<file path="src/hdl/upd_pkg.sv">
// ---------------------------------------------------------------------------
// upd_pkg
// shared types and constants of the uart packet deframer
// ---------------------------------------------------------------------------
package upd_pkg;

   localparam int PAYLOAD_DEPTH = 32;
   localparam int IDX_W         = $clog2(PAYLOAD_DEPTH);
   localparam int ADDR_W        = IDX_W + 1;
   localparam int MEM_DEPTH     = 2 ** ADDR_W;
   localparam int LEN_W         = 6;
   localparam int CSR_IDX_W     = 3;

   // register indexes
   localparam logic [CSR_IDX_W-1:0] CSR_START_ONE  = 3'd0;
   localparam logic [CSR_IDX_W-1:0] CSR_START_TWO  = 3'd1;
   localparam logic [CSR_IDX_W-1:0] CSR_TRAILER    = 3'd2;
   localparam logic [CSR_IDX_W-1:0] CSR_MAX_LENGTH = 3'd3;
   localparam logic [CSR_IDX_W-1:0] CSR_OK_TYPE    = 3'd4;
   localparam logic [CSR_IDX_W-1:0] CSR_CONFIRM_EN = 3'd5;

   typedef struct packed {
      logic [7:0]       packet_type;
      logic [LEN_W-1:0] length;
      logic             confirm;
      logic             bank;
   } desc_type;

   typedef struct packed {
      logic              en;
      logic [ADDR_W-1:0] addr;
      logic [7:0]        data;
   } mem_wr_type;

endpackage

</file>
<file path="src/hdl/upd_front.sv">
// ---------------------------------------------------------------------------
// upd_front
// frame parser: hunts start bytes, checks header, stores payload, queues
// a descriptor on a matching trailer
// ---------------------------------------------------------------------------
module upd_front import upd_pkg::*; (
   input  logic                 clock,
   input  logic                 reset,
   input  logic                 req_valid,
   output logic                 req_ready,
   input  logic [7:0]           req_rx_byte,
   input  logic                 csr_valid,
   output logic                 csr_ready,
   input  logic [CSR_IDX_W-1:0] csr_index,
   input  logic [31:0]          csr_data,
   input  logic                 q_full,
   output logic                 q_push,
   output desc_type             q_desc,
   output mem_wr_type           mem_wr
);

   localparam logic [2:0] PH_HUNT    = 3'd0;
   localparam logic [2:0] PH_START2  = 3'd1;
   localparam logic [2:0] PH_TYPE    = 3'd2;
   localparam logic [2:0] PH_LENGTH  = 3'd3;
   localparam logic [2:0] PH_DATA    = 3'd4;
   localparam logic [2:0] PH_TRAILER = 3'd5;

   logic [7:0]       start_one_ff, start_two_ff, trailer_ff, ok_type_ff;
   logic [LEN_W-1:0] max_len_ff;
   logic             confirm_en_ff;

   logic [2:0]       phase_ff, phase_in;
   logic [7:0]       held_start_two_ff, held_start_two_in;
   logic [7:0]       held_type_ff, held_type_in;
   logic [LEN_W-1:0] held_length_ff, held_length_in;
   logic [LEN_W-1:0] taken_ff, taken_in;
   logic             wbank_ff, wbank_in;
   logic             accept;
   logic             len_bad;

   assign csr_ready = 1'b1;
   // the bank being filled must not still be in the queue
   assign req_ready = !(((phase_ff == PH_DATA) || (phase_ff == PH_TRAILER)) && q_full);
   assign accept    = req_valid && req_ready;

   assign len_bad = (req_rx_byte > {2'b00, max_len_ff}) ||
                    ({24'd0, req_rx_byte} > 32'(PAYLOAD_DEPTH));

   always_comb begin
      phase_in          = phase_ff;
      held_start_two_in = held_start_two_ff;
      held_type_in      = held_type_ff;
      held_length_in    = held_length_ff;
      taken_in          = taken_ff;
      wbank_in          = wbank_ff;
      q_push            = 1'b0;
      q_desc.packet_type = held_type_ff;
      q_desc.length     = held_length_ff;
      q_desc.confirm    = confirm_en_ff && (held_type_ff == ok_type_ff);
      q_desc.bank       = wbank_ff;
      mem_wr.en         = 1'b0;
      mem_wr.addr       = {wbank_ff, taken_ff[IDX_W-1:0]};
      mem_wr.data       = req_rx_byte;
      if (accept) begin
         case (phase_ff)
            PH_HUNT: begin
               if (req_rx_byte == start_one_ff) phase_in = PH_START2;
            end
            PH_START2: begin
               held_start_two_in = req_rx_byte;
               phase_in          = PH_TYPE;
            end
            PH_TYPE: begin
               held_type_in = req_rx_byte;
               phase_in     = PH_LENGTH;
            end
            PH_LENGTH: begin
               if ((held_start_two_ff != start_two_ff) || len_bad) begin
                  phase_in = PH_HUNT;
               end else begin
                  held_length_in = req_rx_byte[LEN_W-1:0];
                  taken_in       = '0;
                  phase_in       = (req_rx_byte == 8'd0) ? PH_TRAILER : PH_DATA;
               end
            end
            PH_DATA: begin
               mem_wr.en = ({26'd0, taken_ff} < 32'(PAYLOAD_DEPTH));
               taken_in  = taken_ff + LEN_W'(1);
               if (taken_in >= held_length_ff) phase_in = PH_TRAILER;
            end
            PH_TRAILER: begin
               if (req_rx_byte == trailer_ff) begin
                  q_push   = 1'b1;
                  wbank_in = !wbank_ff;
               end
               phase_in = PH_HUNT;
            end
            default: begin
               phase_in = PH_HUNT;
            end
         endcase
      end
   end

   always_ff @(posedge clock) begin
      if (reset) begin
         phase_ff          <= PH_HUNT;
         held_start_two_ff <= '0;
         held_type_ff      <= '0;
         held_length_ff    <= '0;
         taken_ff          <= '0;
         wbank_ff          <= 1'b0;
         start_one_ff      <= 8'd85;
         start_two_ff      <= 8'd170;
         trailer_ff        <= 8'd69;
         max_len_ff        <= LEN_W'(23);
         ok_type_ff        <= 8'd0;
         confirm_en_ff     <= 1'b1;
      end else begin
         phase_ff          <= phase_in;
         held_start_two_ff <= held_start_two_in;
         held_type_ff      <= held_type_in;
         held_length_ff    <= held_length_in;
         taken_ff          <= taken_in;
         wbank_ff          <= wbank_in;
         if (csr_valid) begin
            case (csr_index)
               CSR_START_ONE:  start_one_ff  <= csr_data[7:0];
               CSR_START_TWO:  start_two_ff  <= csr_data[7:0];
               CSR_TRAILER:    trailer_ff    <= csr_data[7:0];
               CSR_MAX_LENGTH: max_len_ff    <= csr_data[LEN_W-1:0];
               CSR_OK_TYPE:    ok_type_ff    <= csr_data[7:0];
               CSR_CONFIRM_EN: confirm_en_ff <= csr_data[0];
               default: ;
            endcase
         end
      end
   end

endmodule

</file>
<file path="src/hdl/upd_desc_queue.sv">
// ---------------------------------------------------------------------------
// upd_desc_queue
// two-entry queue of released frame descriptors
// ---------------------------------------------------------------------------
module upd_desc_queue import upd_pkg::*; (
   input  logic     clock,
   input  logic     reset,
   input  logic     push,
   input  desc_type push_desc,
   input  logic     pop,
   output logic     head_valid,
   output desc_type head_desc,
   output logic     full
);

   desc_type   entry_ff [2];
   logic       wr_ptr_ff, rd_ptr_ff;
   logic [1:0] count_ff;

   assign head_valid = (count_ff != 2'd0);
   assign full       = (count_ff == 2'd2);
   assign head_desc  = entry_ff[rd_ptr_ff];

   always_ff @(posedge clock) begin
      if (push) entry_ff[wr_ptr_ff] <= push_desc;
      if (reset) begin
         wr_ptr_ff <= 1'b0;
         rd_ptr_ff <= 1'b0;
         count_ff  <= 2'd0;
      end else begin
         if (push) wr_ptr_ff <= !wr_ptr_ff;
         if (pop)  rd_ptr_ff <= !rd_ptr_ff;
         count_ff <= count_ff + {1'b0, push} - {1'b0, pop};
      end
   end

endmodule

</file>
<file path="src/hdl/upd_back.sv">
// ---------------------------------------------------------------------------
// upd_back
// payload store and result sequencer: plays one queued frame out as a
// run of result words
// ---------------------------------------------------------------------------
module upd_back import upd_pkg::*; (
   input  logic             clock,
   input  logic             reset,
   input  mem_wr_type       mem_wr,
   input  logic             head_valid,
   input  desc_type         head_desc,
   output logic             pop,
   output logic             rsp_valid,
   input  logic             rsp_ready,
   output logic [7:0]       rsp_packet_type,
   output logic [LEN_W-1:0] rsp_payload_length,
   output logic [4:0]       rsp_payload_index,
   output logic [7:0]       rsp_payload_byte,
   output logic             rsp_has_payload,
   output logic             rsp_is_confirmation,
   output logic             rsp_last
);

   localparam logic [1:0] S_IDLE  = 2'd0;
   localparam logic [1:0] S_FETCH = 2'd1;
   localparam logic [1:0] S_LOAD  = 2'd2;

   logic [7:0]       mem [MEM_DEPTH];
   logic [7:0]       rd_data_ff;

   logic [1:0]       state_ff, state_in;
   logic [IDX_W-1:0] idx_ff, idx_in;
   logic             valid_ff, valid_in;
   logic             load;
   logic             has;
   logic             is_last;

   logic [7:0]       type_ff;
   logic [LEN_W-1:0] len_ff;
   logic [4:0]       index_ff;
   logic [7:0]       byte_ff;
   logic             has_ff, conf_ff, last_ff;

   always_ff @(posedge clock) begin
      if (mem_wr.en) mem[mem_wr.addr] <= mem_wr.data;
      rd_data_ff <= mem[{head_desc.bank, idx_ff}];
   end

   assign has     = (head_desc.length != '0);
   assign is_last = !has || (({1'b0, idx_ff} + LEN_W'(1)) == head_desc.length);
   assign load    = (state_ff == S_LOAD) && (!valid_ff || rsp_ready);
   assign pop     = load && is_last;

   always_comb begin
      state_in = state_ff;
      idx_in   = idx_ff;
      valid_in = valid_ff && !rsp_ready;
      case (state_ff)
         // idx is already zero here, so the first read is under way
         S_IDLE: begin
            if (head_valid) state_in = S_LOAD;
         end
         S_FETCH: begin
            state_in = S_LOAD;
         end
         S_LOAD: begin
            if (load) begin
               valid_in = 1'b1;
               if (is_last) begin
                  idx_in   = '0;
                  state_in = S_IDLE;
               end else begin
                  idx_in   = idx_ff + IDX_W'(1);
                  state_in = S_FETCH;
               end
            end
         end
         default: begin
            state_in = S_IDLE;
         end
      endcase
   end

   always_ff @(posedge clock) begin
      if (reset) begin
         state_ff <= S_IDLE;
         idx_ff   <= '0;
         valid_ff <= 1'b0;
      end else begin
         state_ff <= state_in;
         idx_ff   <= idx_in;
         valid_ff <= valid_in;
      end
      if (load) begin
         type_ff  <= head_desc.packet_type;
         len_ff   <= head_desc.length;
         index_ff <= 5'(idx_ff);
         byte_ff  <= has ? rd_data_ff : 8'd0;
         has_ff   <= has;
         conf_ff  <= head_desc.confirm;
         last_ff  <= is_last;
      end
   end

   assign rsp_valid           = valid_ff;
   assign rsp_packet_type     = type_ff;
   assign rsp_payload_length  = len_ff;
   assign rsp_payload_index   = index_ff;
   assign rsp_payload_byte    = byte_ff;
   assign rsp_has_payload     = has_ff;
   assign rsp_is_confirmation = conf_ff;
   assign rsp_last            = last_ff;

endmodule

</file>
<file path="src/hdl/uart_packet_deframer_unit.sv">
// ---------------------------------------------------------------------------
// uart_packet_deframer_unit
// recovers start/type/length/payload/trailer frames from received bytes
// and releases each good frame as a run of result words
// ---------------------------------------------------------------------------
//  channel   direction  handshake              payload
//  req_      in         req_valid/req_ready    rx_byte
//  rsp_      out        rsp_valid/rsp_ready    type, length, index, byte, flags
//  csr_      in         csr_valid/csr_ready    csr_index, csr_data
//
//  a received byte is taken in one cycle; payload and trailer bytes wait
//  while both payload banks hold frames not yet played out
//  a released frame plays out as result words; between words the sequencer
//  steps through S_FETCH, waiting on the registered read of the payload store
//  synchronous reset clears control state and loads register defaults
//  a stalled rsp_ready holds the output word and the sequencer only
// ---------------------------------------------------------------------------
module uart_packet_deframer_unit import upd_pkg::*; (
   input  logic                 clock,
   input  logic                 reset,
   input  logic                 req_valid,
   output logic                 req_ready,
   input  logic [7:0]           req_rx_byte,
   output logic                 rsp_valid,
   input  logic                 rsp_ready,
   output logic [7:0]           rsp_packet_type,
   output logic [LEN_W-1:0]     rsp_payload_length,
   output logic [4:0]           rsp_payload_index,
   output logic [7:0]           rsp_payload_byte,
   output logic                 rsp_has_payload,
   output logic                 rsp_is_confirmation,
   output logic                 rsp_last,
   input  logic                 csr_valid,
   output logic                 csr_ready,
   input  logic [CSR_IDX_W-1:0] csr_index,
   input  logic [31:0]          csr_data
);

   logic       q_full, q_push, q_pop, q_head_valid;
   desc_type   q_desc, q_head;
   mem_wr_type mem_wr;

   upd_front u_front (
      .clock       (clock),
      .reset       (reset),
      .req_valid   (req_valid),
      .req_ready   (req_ready),
      .req_rx_byte (req_rx_byte),
      .csr_valid   (csr_valid),
      .csr_ready   (csr_ready),
      .csr_index   (csr_index),
      .csr_data    (csr_data),
      .q_full      (q_full),
      .q_push      (q_push),
      .q_desc      (q_desc),
      .mem_wr      (mem_wr)
   );

   upd_desc_queue u_queue (
      .clock      (clock),
      .reset      (reset),
      .push       (q_push),
      .push_desc  (q_desc),
      .pop        (q_pop),
      .head_valid (q_head_valid),
      .head_desc  (q_head),
      .full       (q_full)
   );

   upd_back u_back (
      .clock               (clock),
      .reset               (reset),
      .mem_wr              (mem_wr),
      .head_valid          (q_head_valid),
      .head_desc           (q_head),
      .pop                 (q_pop),
      .rsp_valid           (rsp_valid),
      .rsp_ready           (rsp_ready),
      .rsp_packet_type     (rsp_packet_type),
      .rsp_payload_length  (rsp_payload_length),
      .rsp_payload_index   (rsp_payload_index),
      .rsp_payload_byte    (rsp_payload_byte),
      .rsp_has_payload     (rsp_has_payload),
      .rsp_is_confirmation (rsp_is_confirmation),
      .rsp_last            (rsp_last)
   );

endmodule

</file>
<file path="config.mk">
export PLATFORM = sky130hd
export DESIGN_NAME = uart_packet_deframer_unit
export DESIGN_NICKNAME = d
export VERILOG_FILES = /design/src/hdl/upd_pkg.sv /design/src/hdl/upd_front.sv /design/src/hdl/upd_desc_queue.sv /design/src/hdl/upd_back.sv /design/src/hdl/uart_packet_deframer_unit.sv
export SDC_FILE = /design/constraint.sdc
export NUM_CORES = 1
export LEC_CHECK = 0
export ABC_AREA = 0
export BUFFER_PORTS_ARGS = -buffer_cell sky130_fd_sc_hd__buf_2
export CAP_MARGIN = 20
export CORE_MARGIN = 2
export CORE_UTILIZATION = 30
export DETAILED_ROUTE_END_ITERATION = 10
export GPL_ROUTABILITY_DRIVEN = 0
export PLACE_DENSITY = 0.55
export SYNTH_ARGS = -nofsm -noshare
export SYNTH_HDL_FRONTEND = slang
export SYNTH_SLANG_ARGS = --single-unit
</file>
<file path="constraint.sdc">
create_clock -name clock -period 4.1 [get_ports clock]
set_input_delay 0.41 -clock clock [delete_from_list [all_inputs] [get_ports clock]]
set_output_delay 0.41 -clock clock [all_outputs]
set_load 0.05 [all_outputs]
</file>
Yosys cells after proc, flatten, opt, wreduce, memory -nomap -nowiden
Memory sizes are Yosys's and may differ from the RTL's. A register that Yosys moved wholly into a read port is not among the register bits.
Cells that the tools add are included.
Widths: inputs -> output; s select.
{"block": "totals", "elab_cells": 124, "out_inout_bits": 33, "memories": 2, "ramBits": 544, "latch_bits": 0, "romBits": 0, "ff_bits": 113}
{"memory": "u_back.mem", "words": 64, "width": 8, "read_ports": 1, "rd_ports_with_merged_regs": 1, "wr": 1, "line_no": "upd_back.sv:28", "source": "logic [7:0] mem [MEM_DEPTH];"}
{"memory": "u_queue.entry_ff", "words": 2, "width": 16, "read_ports": 1, "rd_ports_with_merged_regs": 1, "wr": 1, "line_no": "upd_desc_queue.sv:16", "source": "desc_type entry_ff [2];"}
{"block": "op_classes", "n_mux": 25, "bitwise": 1, "eq_ne": 23, "div_mod_pow": 0, "multipliers": 0, "reduce_logical": 39, "n_addsub": 5, "magnitude_cmp": 4, "shift": 0}
{"operator": "$eq 8x8->1", "n": 3}
{"operator": "$reduce_and 2->1", "n": 10}
{"operator": "$mux 1", "n": 15}
{"operator": "$pmux 3 s5", "n": 1}
{"operator": "$eq 3x2->1 const B", "n": 4}
{"operator": "$eq 3x3->1 const B", "n": 4}
{"operator": "$pmux 6 s2", "n": 1}
{"operator": "$reduce_and 3->1", "n": 4}
{"operator": "$mux 3", "n": 3}
{"operator": "$gt 8x6->1", "n": 1}
{"operator": "$gt 8x6->1 const B", "n": 1}
{"operator": "$logic_not 8->1", "n": 1}
{"operator": "$ne 8x8->1", "n": 1}
{"operator": "$logic_not 1->1", "n": 7}
{"operator": "$add 5x1->6 const B", "n": 1}
{"operator": "$add 6x1->6 const B", "n": 1}
{"operator": "$eq 3x1->1 const B", "n": 2}
{"operator": "$eq 6x6->1", "n": 1}
{"operator": "$ge 6x6->1", "n": 1}
{"operator": "$logic_and 1x1->1", "n": 6}
{"operator": "$logic_not 3->1", "n": 2}
{"operator": "$lt 6x6->1 const B", "n": 1}
{"operator": "$mux 6", "n": 1}
{"operator": "$ne 2x2->1 const B", "n": 3}
{"operator": "14 further kinds", "n": 22}

Logic depth before layout (Yosys ltp)
{"block": "logic_depth", "word_depth": 8, "mapped_depth": 12, "depth_no_buf": 12}

By module
A second synthesis with hierarchy kept.
{"block": "hier_totals", "cells_unflattened": 1550, "hier_area_um2": 26691.8}
{"mod": "upd_back", "cells_per_inst": 1035, "seq_area_each_um2": 16595.9, "area_per_inst_um2": 21544.4, "instances": 1}
{"mod": "upd_front", "cells_per_inst": 444, "seq_area_each_um2": 1421.4, "area_per_inst_um2": 3718.6, "instances": 1}
{"mod": "upd_desc_queue", "cells_per_inst": 71, "seq_area_each_um2": 1061.0, "area_per_inst_um2": 1428.9, "instances": 1}

Worst setup path after synthesis
Ideal clock, no wire load.
{"block": "synth_timing", "path_kind": "flip-flop to flip-flop", "start": "register u_back.valid_ff (netlist: u_back.rsp_valid)", "end": "register u_queue.count_ff[1]", "path_slack_ps": 905, "setup_ps": 128, "arrival_ps": 3067, "stages_incl_launch_ff": 12, "path_cell_list": "dfxtp_1 nand2b_1 nand2b_1 clkinv_1 nand2_1 o31ai_4 ha_1 inv_1 ha_1 xor2_1 xnor2_1 nor2_1"}
{"block": "synth_via", "elab_chain_cells": 5}
{"element": "from (decl)", "line_no": "upd_back.sv:33", "source": "logic valid_ff, valid_in;"}
{"element": "from (signal assigned)", "line_no": "upd_back.sv:92", "source": "valid_ff <= valid_in;"}
{"element": "$logic_not 1->1", "line_no": "upd_back.sv:51", "source": "assign load = (state_ff == S_LOAD) && (!valid_ff || rsp_ready);"}
{"element": "$logic_or 1x1->1", "line_no": "upd_back.sv:51"}
{"element": "$logic_and 1x1->1", "line_no": "upd_back.sv:51"}
{"element": "via u_back.load", "line_no": "upd_back.sv:34", "source": "logic load;"}
{"element": "$logic_and 1x1->1", "line_no": "upd_back.sv:52", "source": "assign pop = load && is_last;"}
{"element": "via q_pop", "line_no": "uart_packet_deframer_unit.sv:39", "source": "logic q_full, q_push, q_pop, q_head_valid;"}
{"element": "$sub 2x1->2", "line_no": "upd_desc_queue.sv:33", "source": "count_ff <= count_ff + {1'b0, push} - {1'b0, pop};"}
{"element": "to (signal assigned)", "line_no": "upd_desc_queue.sv:33"}
{"element": "to (decl)", "line_no": "upd_desc_queue.sv:18", "source": "logic [1:0] count_ff;"}
The timed path passes the listed nets, and every way through them passes these cells.
A chain may end at the register's enable or synchronous reset.

Worst setup path in the final report
{"block": "layout_timing", "start": "register u_front.phase_ff[1]", "end": "memory u_back.mem[16][5], enable pin"}
{"block": "layout_via", "elab_chain_cells": 8, "word_cells_on_any_way": 10, "classes_between": "2 x eq/ne; 4 x mux; 4 x reduce/logical"}
{"element": "from (decl)", "line_no": "upd_front.sv:33", "source": "logic [2:0] phase_ff, phase_in;"}
{"element": "from (signal assigned)", "line_no": "upd_front.sv:121", "source": "phase_ff <= phase_in;"}
{"element": "$eq 3x3->1, on equally long branches", "line_no": "upd_front.sv:44, upd_front.sv:66"}
{"element": "$logic_or 1x1->1", "line_no": "upd_front.sv:44", "source": "assign req_ready = !(((phase_ff == PH_DATA) || (phase_ff == PH_TRAILER)) && q_full);"}
{"element": "$logic_and 1x1->1", "line_no": "upd_front.sv:44"}
{"element": "$logic_not 1->1", "line_no": "upd_front.sv:44"}
{"element": "$logic_and 1x1->1", "line_no": "upd_front.sv:45", "source": "assign accept = req_valid && req_ready;"}
{"element": "$mux 1 *", "line_no": "upd_front.sv:65", "source": "if (accept) begin"}
{"element": "$mux 1 *", "line_no": "upd_back.sv:45", "source": "if (mem_wr.en) mem[mem_wr.addr] <= mem_wr.data;"}
{"element": "$mux 1 (not written as such) *", "line_no": "upd_back.sv:45"}
{"element": "to (decl)", "line_no": "upd_back.sv:28"}
Mark *: on every way between the ends. The rest lies on a longest branch, timed or not.

==> flow_summary.yaml <==
timing:
  max_slew_margin_pct: 37.6
  rsz0062_at_grt: "no"
  tns_ns: 0
  setup_viol: 0
  min_period_ns: 3.20
  finalClockSkew_ns: 0.0340
  holdWs_ns: 0.115
  fin_crit_sh_pct: 78.0
  drv_slew: 0
  fmax_mhz: 313
  worst_pin_slew_ns: 0.930
  finalHoldViolCount: 0
yosys:
  synth_seq_area_share_pct: 72.1
  yosysWarnings: 0
  ys_types: 65
  synthCells: 1551
  syn_nets: 1615
  synth_area_sq_um: 26500
  syn_avg_cell_area_sq_um: 17.1
  synth_flop_cell: "edfxtp_1"
  synth_edf_count: 574
  ys_ff_latch: 666
  async_flop_share_pct: 0
floorplan:
  rows: 108
  die-area_sq_um: 90700
  core_sq_um: 87200
  die-width_um: 301
  ios: 81
  dieHeight_um: 301
  start_util_pct: 30.4
power:
  power.density_nw_per_um2: 453
  leakage_nw: 9.77
  max-vdd-ir-drop_v: 0.000269
route:
  drt_iter0_markers: 1083
  drt_first_pass_iters: 5
  antenna_left: 0
  wl_um: 62900
  vias: 14000
  drc_errors: 0
  vias_per_cell: 4.83
  routedWlPerCell_um: 21.7
clocking:
  ctsResizeCount: 0
  numCtsBuffers: 71
  clockBufferDepth: 3
  worstSkewPairLatency_ns: 0.61
  cts-root-buf: "clkbuf_16"
  cts_tree: "built"
  htreeDepth: 3
  postCtsHoldBufs: 0
  post_cts.repair.setup_buffers: 0
  clkSinkCount: 666
  cts.clk_slew.worst_paths_ns: 0.06
layout:
  area_growth_pct: 16.9
  final_nets: 1753
  drive_gt1_share_pct: 23.6
  fill_cells: 8188
setup_path:
  crit_path_end_kind: "register"
  required_ns: 4.33
  critPathKind: "register to register"
  cp.arrival_ns: 3.43
  crit_path_start_kind: "register"
  critical_path.max_fanout: 12
global_route:
  grt_pass1_vias: 14400
  grt_max_degree: 104
  grt_pass1_wl_um: 92900
  antenna_found_initial: 5
  grt-ovfl-total: 0
  grt_usage_pct: 13.9
min_path:
  holdCritPathClass: "input port to register"
status:
  status: "finished clean"
placed_design:
  dp_hpwl_um: 38100
  port-buffer-count: 55
run:
  cap_violations: 0
## where the power goes
part	internal [mW]	leakage, nW	switching (mW)
logic	0.0769	2.73	0.206
registers	7.35	5.92	0.00833
clock network	3.77	1.12	2.59
total	11.2	9.77	2.81
## final cells by class
class	instances	area [sq um]	area share, %
inverter	24	90.1	0.291
timing repair buffer	155	1080	3.48
clock inverter	42	388	1.25
clock buffer	87	1920	6.21
multi-input combinational	771	6930	22.4
sequential	666	19100	61.7
tap	1155	1450	4.67
antenna	2	5.00	0.0162
## cells in the final DEF, fill, tap and decap left out, drive strengths merged, types with 42 or more instances in the layout
| cell | n |
|---|---|
| edfxtp | 574 |
| buf | 155 |
| mux4 | 126 |
| nand2 | 119 |
| nor2 | 112 |
| dfxtp | 92 |
| clkbuf | 87 |
| mux2i | 68 |
| a21oi | 42 |
## worst paths after layout
check / cells past startpoint / start / slack (ns) / endpoint
worst min register to register: 2 / u_front.ok_type_ff[3] / 0.47 / u_front.ok_type_ff[3]
worst min-delay path: 3 / csr_data[7] / 0.12 / u_front.trailer_ff[7]
worst max-delay path: 5 / u_front.phase_ff[1] / 0.90 / u_back.mem[16][5]
worst max register to register: 5 / u_front.phase_ff[1] / 0.90 / u_back.mem[16][5]
## kinds of logic (layout without fill, tap and decap cells)
| group | count (synthesis) | count (layout) | share of synthesized area, % |
|---|---|---|---|
| AOI/OAI and AO/OA | 135 | 135 | 3.42 |
| xor gates and xnor gates | 46 | 46 | 1.52 |
| adders and majority gates | 16 | 16 | 0.756 |
| buffers and inverters | 114 | 308 | 1.84 |
| DFF | 666 | 666 | 72.1 |
| muxes | 207 | 207 | 13.9 |
| other | 1 | 3 | 0.0142 |
| and+or+nand+nor | 366 | 366 | 6.53 |
## flip-flops by register name, indices dropped and copies added, names as in the netlist, 6 cells and up, named ones only
name	cells
u_back.mem	512
u_front.held_type_ff	8
u_back.rsp_packet_type	8
u_front.start_one_ff	8
u_back.rd_data_ff	8
u_queue.entry_ff	32
u_front.trailer_ff	8
u_front.held_length_ff	6
u_back.rsp_payload_length	6
u_front.start_two_ff	8
u_front.taken_ff	6
u_front.ok_type_ff	8
u_front.max_len_ff	6
u_back.rsp_payload_byte	8
u_front.held_start_two_ff	8
## per-layer routing
layer | share of wire, % | vias up | routed length [um] | track usage, %
li1 | - | 6334 | - | -
met1 | 42 | 7195 | 26200 | 17.7
met2 | 50 | 402 | 31300 | 23.4
met3 | 5.8 | 95 | 3630 | 2.75
met4 | 2.7 | 4 | 1710 | 4.95
met5 | 0.037 | - | 23 | 0
## stage by stage
step	total power, mW	utilization, %	setup WS (ns)	cell area, sq um	instances
after global placement	7.79	32.8	0.909	28600	2771
after CTS	14.2	35.5	0.947	30900	2900
after floorplan	7.63	-	0.905	26500	1551
after detailed placement	7.79	32.8	0.815	28600	2771
after global routing	14.4	35.5	0.569	30900	2901
final	14.0	35.5	0.904	30900	2902
## critical path, stage by stage (launching register included)
cell and delay [ns]:
dfxtp_1 0.41, nor2_1 0.23, nand4b_1 0.34, nor3_1 0.48, nand2_1 0.57, nor2_1 0.78
## synth_stat cells (all sizes together) (3+ instances only)
cell | n | share of area (%)
a22oi | 20 | 0.57
nor2b | 22 | 0.52
nand3 | 31 | 0.59
nand3b | 14 | 0.40
and2b | 6 | 0.17
a31oi | 11 | 0.26
a21o | 3 | 0.085
nand2 | 119 | 1.7
and3 | 4 | 0.094
o21a | 3 | 0.085
ha | 16 | 0.76
o22ai | 9 | 0.21
o21ai | 14 | 0.28
nand4 | 5 | 0.12
a2111oi | 3 | 0.099
dfxtp | 92 | 7.0
a41o | 4 | 0.15
a21oi | 42 | 0.79
mux4 | 126 | 11
o221a | 3 | 0.13
edfxtp | 574 | 65
clkbuf | 51 | 0.72
or3 | 4 | 0.094
and4 | 3 | 0.099
nand2b | 7 | 0.17
mux2 | 13 | 0.57
nor2 | 112 | 1.6
mux2i | 68 | 2.6
buf | 39 | 0.77
xnor2 | 29 | 0.96
inv | 23 | 0.33
xor2 | 17 | 0.56
nor4 | 8 | 0.21
and2 | 7 | 0.17
a211oi | 11 | 0.31
nor3 | 11 | 0.23
Power figures use the tool's default switching activity.
